## config.mk

```make
export PLATFORM = sky130hd
export DESIGN_NAME = svn_ctrl
export DESIGN_NICKNAME = d
export VERILOG_FILES = /design/src/rtl/core/svn_pkg.sv /design/src/rtl/core/svn_ctrl.sv
export SDC_FILE = /design/constraint.sdc
export NUM_CORES = 1
export LEC_CHECK = 0
export BUFFER_PORTS_ARGS = -buffer_cell sky130_fd_sc_hd__buf_2
export CAP_MARGIN = 20
export CORE_AREA = 3 3 43 45
export DETAILED_ROUTE_END_ITERATION = 8
export DIE_AREA = 0 0 46 48
export HOLD_SLACK_MARGIN = 0.06
export PLACE_DENSITY = 0.8
export SETUP_SLACK_MARGIN = 0.2
export SLEW_MARGIN = 10
export SYNTH_ARGS = -nofsm -noshare
export SYNTH_HDL_FRONTEND = slang
export SYNTH_SLANG_ARGS = --single-unit
```

## constraint.sdc

```tcl
create_clock -name clk -period 4.71 [get_ports clk]
set_clock_uncertainty 0.15 [all_clocks]
set_input_delay 0.2355 -clock clk [delete_from_list [all_inputs] [get_ports clk]]
set_output_delay 0.2355 -clock clk [all_outputs]
set_load 0.005 [all_outputs]
```

## src/rtl/core/svn_pkg.sv

```systemverilog
// Shared types and constants for the smooth vertex normal generator.
package svn_pkg;

  localparam int KIND_W = 2;
  localparam int IDX_W = 10;
  localparam int POS_W = 32;
  localparam int NORM_W = 16;
  localparam int ACC_W = 24;

  localparam logic [KIND_W-1:0] KIND_LOAD = 2'd0;
  localparam logic [KIND_W-1:0] KIND_FACE = 2'd1;
  localparam logic [KIND_W-1:0] KIND_READ = 2'd2;

  localparam logic signed [ACC_W-1:0] ACC_MAX = 24'sh7FFFFF;
  localparam logic signed [ACC_W-1:0] ACC_MIN = -24'sh800000;

  typedef enum logic [4:0] {
    S_IDLE,
    S_RD_A,
    S_RD_B,
    S_RD_C,
    S_EDGE,
    S_ESCALE,
    S_CROSS1,
    S_CROSS2,
    S_NSCALE,
    S_SQ,
    S_SQRT,
    S_DIV,
    S_ACC_RD,
    S_ACC_WR,
    S_RACC,
    S_RACC2,
    S_OUT
  } svn_state_t;

  // Controller to datapath commands.
  typedef struct packed {
    logic load_pos;
    logic rd_pos;
    logic [1:0] rd_sel;
    logic edge_sub;
    logic edge_scale;
    logic cross1;
    logic cross2;
    logic cross_scale;
    logic square;
    logic sqrt_start;
    logic div_start;
    logic acc_rd;
    logic [1:0] acc_sel;
    logic acc_wr;
    logic racc_rd;
    logic racc_load;
    logic out_load;
  } svn_cmd_t;

  // Datapath to controller status.
  typedef struct packed {
    logic sqrt_done;
    logic div_done;
    logic zero_len;
  } svn_sts_t;

endpackage

```

## src/rtl/core/svn_ctrl.sv

```systemverilog
// Controller: sequences load, face and read items over the datapath.
module svn_ctrl #(
  parameter int VW = 10
) (
  input  logic              clk,
  input  logic              rst,
  input  logic              in_fire,
  input  logic [1:0]        kind,
  input  logic              face_ok,
  input  logic              out_free,
  input  svn_pkg::svn_sts_t sts,
  output svn_pkg::svn_cmd_t cmd,
  output logic              busy,
  output logic              out_set
);
  svn_pkg::svn_state_t state, state_next;
  logic [1:0] corner, corner_next;
  logic face_mode;

  always_ff @(posedge clk) begin
    if (rst) begin
      state <= svn_pkg::S_IDLE;
      corner <= '0;
    end else begin
      state <= state_next;
      corner <= corner_next;
    end
  end

  always_comb begin
    state_next = state;
    corner_next = corner;
    unique case (state)
      svn_pkg::S_IDLE: begin
        if (in_fire) begin
          if (kind == svn_pkg::KIND_FACE && face_ok) state_next = svn_pkg::S_RD_A;
          else if (kind == svn_pkg::KIND_READ) state_next = svn_pkg::S_RACC;
        end
      end
      svn_pkg::S_RD_A:   state_next = svn_pkg::S_RD_B;
      svn_pkg::S_RD_B:   state_next = svn_pkg::S_RD_C;
      svn_pkg::S_RD_C:   state_next = svn_pkg::S_EDGE;
      svn_pkg::S_EDGE:   state_next = svn_pkg::S_ESCALE;
      svn_pkg::S_ESCALE: state_next = svn_pkg::S_CROSS1;
      svn_pkg::S_CROSS1: state_next = svn_pkg::S_CROSS2;
      svn_pkg::S_CROSS2: state_next = svn_pkg::S_NSCALE;
      svn_pkg::S_NSCALE: state_next = svn_pkg::S_SQ;
      svn_pkg::S_RACC:   state_next = svn_pkg::S_RACC2;
      svn_pkg::S_RACC2:  state_next = svn_pkg::S_SQ;
      svn_pkg::S_SQ:     state_next = svn_pkg::S_SQRT;
      svn_pkg::S_SQRT: begin
        if (sts.zero_len) state_next = svn_pkg::S_OUT;
        else if (sts.sqrt_done) state_next = svn_pkg::S_DIV;
      end
      svn_pkg::S_DIV: begin
        if (sts.div_done) begin
          state_next = svn_pkg::S_OUT;
          corner_next = '0;
        end
      end
      svn_pkg::S_OUT: begin
        // Face items go on to accumulate unless degenerate; read items wait for the output slot.
        if (!face_mode) state_next = out_free ? svn_pkg::S_IDLE : svn_pkg::S_OUT;
        else if (sts.zero_len) state_next = svn_pkg::S_IDLE;
        else state_next = svn_pkg::S_ACC_RD;
      end
      svn_pkg::S_ACC_RD: state_next = svn_pkg::S_ACC_WR;
      svn_pkg::S_ACC_WR: begin
        if (corner == 2'd2) state_next = svn_pkg::S_IDLE;
        else begin
          corner_next = corner + 2'd1;
          state_next = svn_pkg::S_ACC_RD;
        end
      end
      default: state_next = svn_pkg::S_IDLE;
    endcase
  end

  always_ff @(posedge clk) begin
    if (rst) face_mode <= 1'b0;
    else if (state == svn_pkg::S_IDLE && in_fire) face_mode <= (kind == svn_pkg::KIND_FACE);
  end

  always_comb begin
    cmd = '0;
    out_set = 1'b0;
    cmd.acc_sel = corner;
    unique case (state)
      svn_pkg::S_IDLE:   cmd.load_pos = in_fire && kind == svn_pkg::KIND_LOAD;
      svn_pkg::S_RD_A:   begin cmd.rd_pos = 1'b1; cmd.rd_sel = 2'd0; end
      svn_pkg::S_RD_B:   begin cmd.rd_pos = 1'b1; cmd.rd_sel = 2'd1; end
      svn_pkg::S_RD_C:   begin cmd.rd_pos = 1'b1; cmd.rd_sel = 2'd2; end
      svn_pkg::S_EDGE:   cmd.edge_sub = 1'b1;
      svn_pkg::S_ESCALE: cmd.edge_scale = 1'b1;
      svn_pkg::S_CROSS1: cmd.cross1 = 1'b1;
      svn_pkg::S_CROSS2: cmd.cross2 = 1'b1;
      svn_pkg::S_NSCALE: cmd.cross_scale = 1'b1;
      svn_pkg::S_RACC:   cmd.racc_rd = 1'b1;
      svn_pkg::S_RACC2:  cmd.racc_load = 1'b1;
      svn_pkg::S_SQ:     cmd.square = 1'b1;
      svn_pkg::S_SQRT:   cmd.sqrt_start = 1'b0;
      svn_pkg::S_DIV:    ;
      svn_pkg::S_OUT: begin
        if (!face_mode && out_free) begin
          cmd.out_load = 1'b1;
          out_set = 1'b1;
        end
      end
      svn_pkg::S_ACC_RD: cmd.acc_rd = 1'b1;
      svn_pkg::S_ACC_WR: cmd.acc_wr = 1'b1;
      default: ;
    endcase
    // One-cycle starts: the root in S_SQ, the divider as S_SQRT hands over to S_DIV.
    cmd.sqrt_start = (state == svn_pkg::S_SQ);
    cmd.div_start = (state == svn_pkg::S_SQRT) && sts.sqrt_done && !sts.zero_len;
  end

  assign busy = (state != svn_pkg::S_IDLE);
endmodule
```

==> insert_results.sql <==
INSERT INTO impl_metrics (metric_group, metric, value, unit) VALUES
('synthesis', 'synth-seq-cells', '8', ''),
('drt', 'drt_drc_violations_left', '0', ''),
('setup_path', 'path_class', 'reg2reg', ''),
('global_routing', 'first_global_vias', '692', ''),
('clock_tree', 'h-tree-depth', '1', ''),
('setup_path', 'worstPathCellList', 'nand3b_1, o32a_1, or4b_1, a21oi_1', ''),
('setup_path', 'r2r_setup_slack', '2.56', 'ns'),
('layout', 'mostFrequentLayoutCell', 'buf_2', ''),
('timing', 'hold_viol_final', '0', ''),
('place', 'gpl.final_weighted_congestion', '0.836', ''),
('drt', 'route.detailed.wl_per_inst', '13.3', 'um'),
('timing', 'max_slew.worst_pin.slew', '0.604', 'ns'),
('synthesis', 'synth_top_cell_by_area', 'dfxtp_1', ''),
('global_routing', 'grt_antenna_before_repair', '0', ''),
('hold_path', 'hold_path.class', 'in2reg', ''),
('synthesis', 'post_synth_instance_area', '751', 'um^2'),
('clock_tree', 'cts_made_buffers', '3', ''),
('die', 'dieHeight', '48', 'um'),
('timing', 'rsz0062_at_grt', 'false', ''),
('drt', 'detail_route.wirelength', '1.97', 'mm'),
('drt', 'firstDrtPassIters', '5', ''),
('synthesis', 'count_of_flip_flops_with_a_built_in_enable_after_synthesis', '0', ''),
('clock_tree', 'clk_sink_count', '8', ''),
('synthesis', 'post_synth_inst_count', '107', ''),
('place', 'detailedPlacementHpwl', '1.54', 'mm'),
('layout', 'areaGrowthSynthToFinish', '20.5', '%'),
('setup_path', 'path_delay_family', 'simple AND/OR/NAND/NOR gates', ''),
('global_routing', 'grt_pass1_wl', '3.11', 'mm'),
('clock_tree', 'worstSkewPairLatency', '0.25', 'ns'),
('layout', 'final_core_util', '0.600', ''),
('setup_path', 'critical_path.n_buffers_inverters', '0', ''),
('synthesis', 'avgSynthCellArea', '7.02', 'um^2'),
('clock_tree', 'cts_resized', '0', ''),
('setup_path', 'timing.critical_path.slowest_cell_delay', '0.63', 'ns'),
('setup_path', 'worstPathRequired', '4.74', 'ns'),
('drt', 'ant_nets', '0', ''),
('die', 'dieArea', '2210', 'um^2'),
('synthesis', 'synthFlopType', 'dfxtp_1', ''),
('layout', 'n_antenna_cell', '0', ''),
('synthesis', 'yosysWarnings', '0', ''),
('layout', 'fin_nets', '145', ''),
('drt', 'dr_total_vias', '887', ''),
('run', 'max_cap_violations', '0', ''),
('setup_path', 'cp-start-kind', 'flop', ''),
('pwr', 'total_power', '405', 'uW'),
('clock_tree', 'cts_root_buf', 'clkbuf_4', ''),
('die', 'io-pin-count', '31', ''),
('run_status', 'status', 'completed', ''),
('setup_path', 'timing.critical_path.to_type', 'flop', ''),
('synthesis', 'synth-seq-area-share', '0.213', ''),
('pwr', 'total_leakage_power', '0.411', 'nW'),
('drt', 'post_drt_via_cell_ratio', '5.99', ''),
('place', 'pre_cts_slack', '2.61', 'ns'),
('layout', 'finish.cell_count_without_fillers', '148', ''),
('clock_tree', 'cts_tree', 'built', ''),
('global_routing', 'grt_util_all_layers', '0.190', ''),
('clock_tree', 'cts.repair_timing.setup_buffer_count', '0', ''),
('synthesis', 'yosysTopAreaCellShare', '0.213', ''),
('pwr', 'max_rail_drop_vdd', '0.000246', 'V'),
('place', 'place.port_buffers', '30', ''),
('timing', 'final_max_slew_viol_count', '0', ''),
('setup_path', 'critical_path.max_fanout', '15', ''),
('layout', 'area.sequential', '160', 'um^2'),
('die', 'core.rowCount', '14', ''),
('timing', 'report.final.setup_viol', '0', ''),
('drt', 'drtIter0Drc', '20', ''),
('layout', 'fillers', '151', ''),
('die', 'core_area', '1510', 'um^2'),
('layout', 'layout_common_cells', '30 x buf_2, 13 x nor2_1, 8 x nand2_1, 8 x a21oi_1, 8 x dfxtp_1', ''),
('setup_path', 'crit_path_top_delay_cell', 'dfxtp_1', ''),
('synthesis', 'synth_nets', '118', '');
[worst reg2reg max path, cell delays in order (launching register included)]
cell	delay, ns
dfxtp_1	0.63
nand3b_1	0.28
o32a_1	0.39
or4b_1	0.48
a21oi_1	0.15
[cell usage after synthesis (3+ instances only)]
| library cell | count |
|---|---|
| inv_1 | 5 |
| nor3_1 | 5 |
| nand2_1 | 8 |
| nand2b_1 | 3 |
| nor2_1 | 13 |
| clkbuf_1 | 5 |
| o22ai_1 | 3 |
| a21oi_1 | 8 |
| nor2b_1 | 5 |
| dfxtp_1 | 8 |
| o21ai_0 | 7 |
[layout make-up]
class,count,area share
Tap cell,16,0.0221
Timing Repair Buffer,30,0.166
Sequential cell,8,0.177
Multi-Input combinational cell,86,0.589
Inverter,5,0.0207
Clock buffer,3,0.0249
[metal layers]
metal / part of all wire / wire (um) / vias to the layer above / GRT usage
met3: 0.082 / 161 / 4 / 0.0526
met5: 0 / 0 / - / 0
met4: 0.0086 / 17 / 0 / 0.0341
met2: 0.47 / 919 / 40 / 0.313
li1: - / - / 441 / -
met1: 0.44 / 871 / 402 / 0.248
[path summary, 6_finish.rpt]
check                              start  depth (start not counted)                endpoint
setup reg to reg   state[2]$_SDFFE_PP0P_                          4  corner[1]$_SDFFE_PP0P_
hold reg to reg   face_mode$_SDFFE_PP0P_                          2  face_mode$_SDFFE_PP0P_
setup / recovery   state[2]$_SDFFE_PP0P_                          4  corner[1]$_SDFFE_PP0P_
hold / removal                       rst                          2  face_mode$_SDFFE_PP0P_
[power breakdown]
| part | internal [mW] | switching (mW) |
|---|---|---|
| combinational | 0.106 | 0.111 |
| clock | 0.0292 | 0.0240 |
| sequential | 0.0818 | 0.0532 |
[stage by stage]
step	cell area [um^2]	hold slack, ns
4_1_cts	905	0.0958
3_5_place_dp	882	0.339
5_1_grt	905	0.102
6_report	905	0.0967
2_1_floorplan	751	0.155
3_3_place_gp	882	0.325
[kinds of logic after synthesis]
family,Yosys count,synth area share
AO/OA/AOI/OAI,30,0.253
XOR/XNOR,1,0.0117
adder cells (fa/ha/maj),1,0.0167
buffers and inverters,13,0.0767
flip-flops,8,0.213
AND/OR/NAND/NOR,54,0.428
[registers in the layout (all words and copies together), names as in the netlist]
register and cells:
corner 2, state 5, face_mode 1
Note: power is estimated with default switching activity, not from simulation.
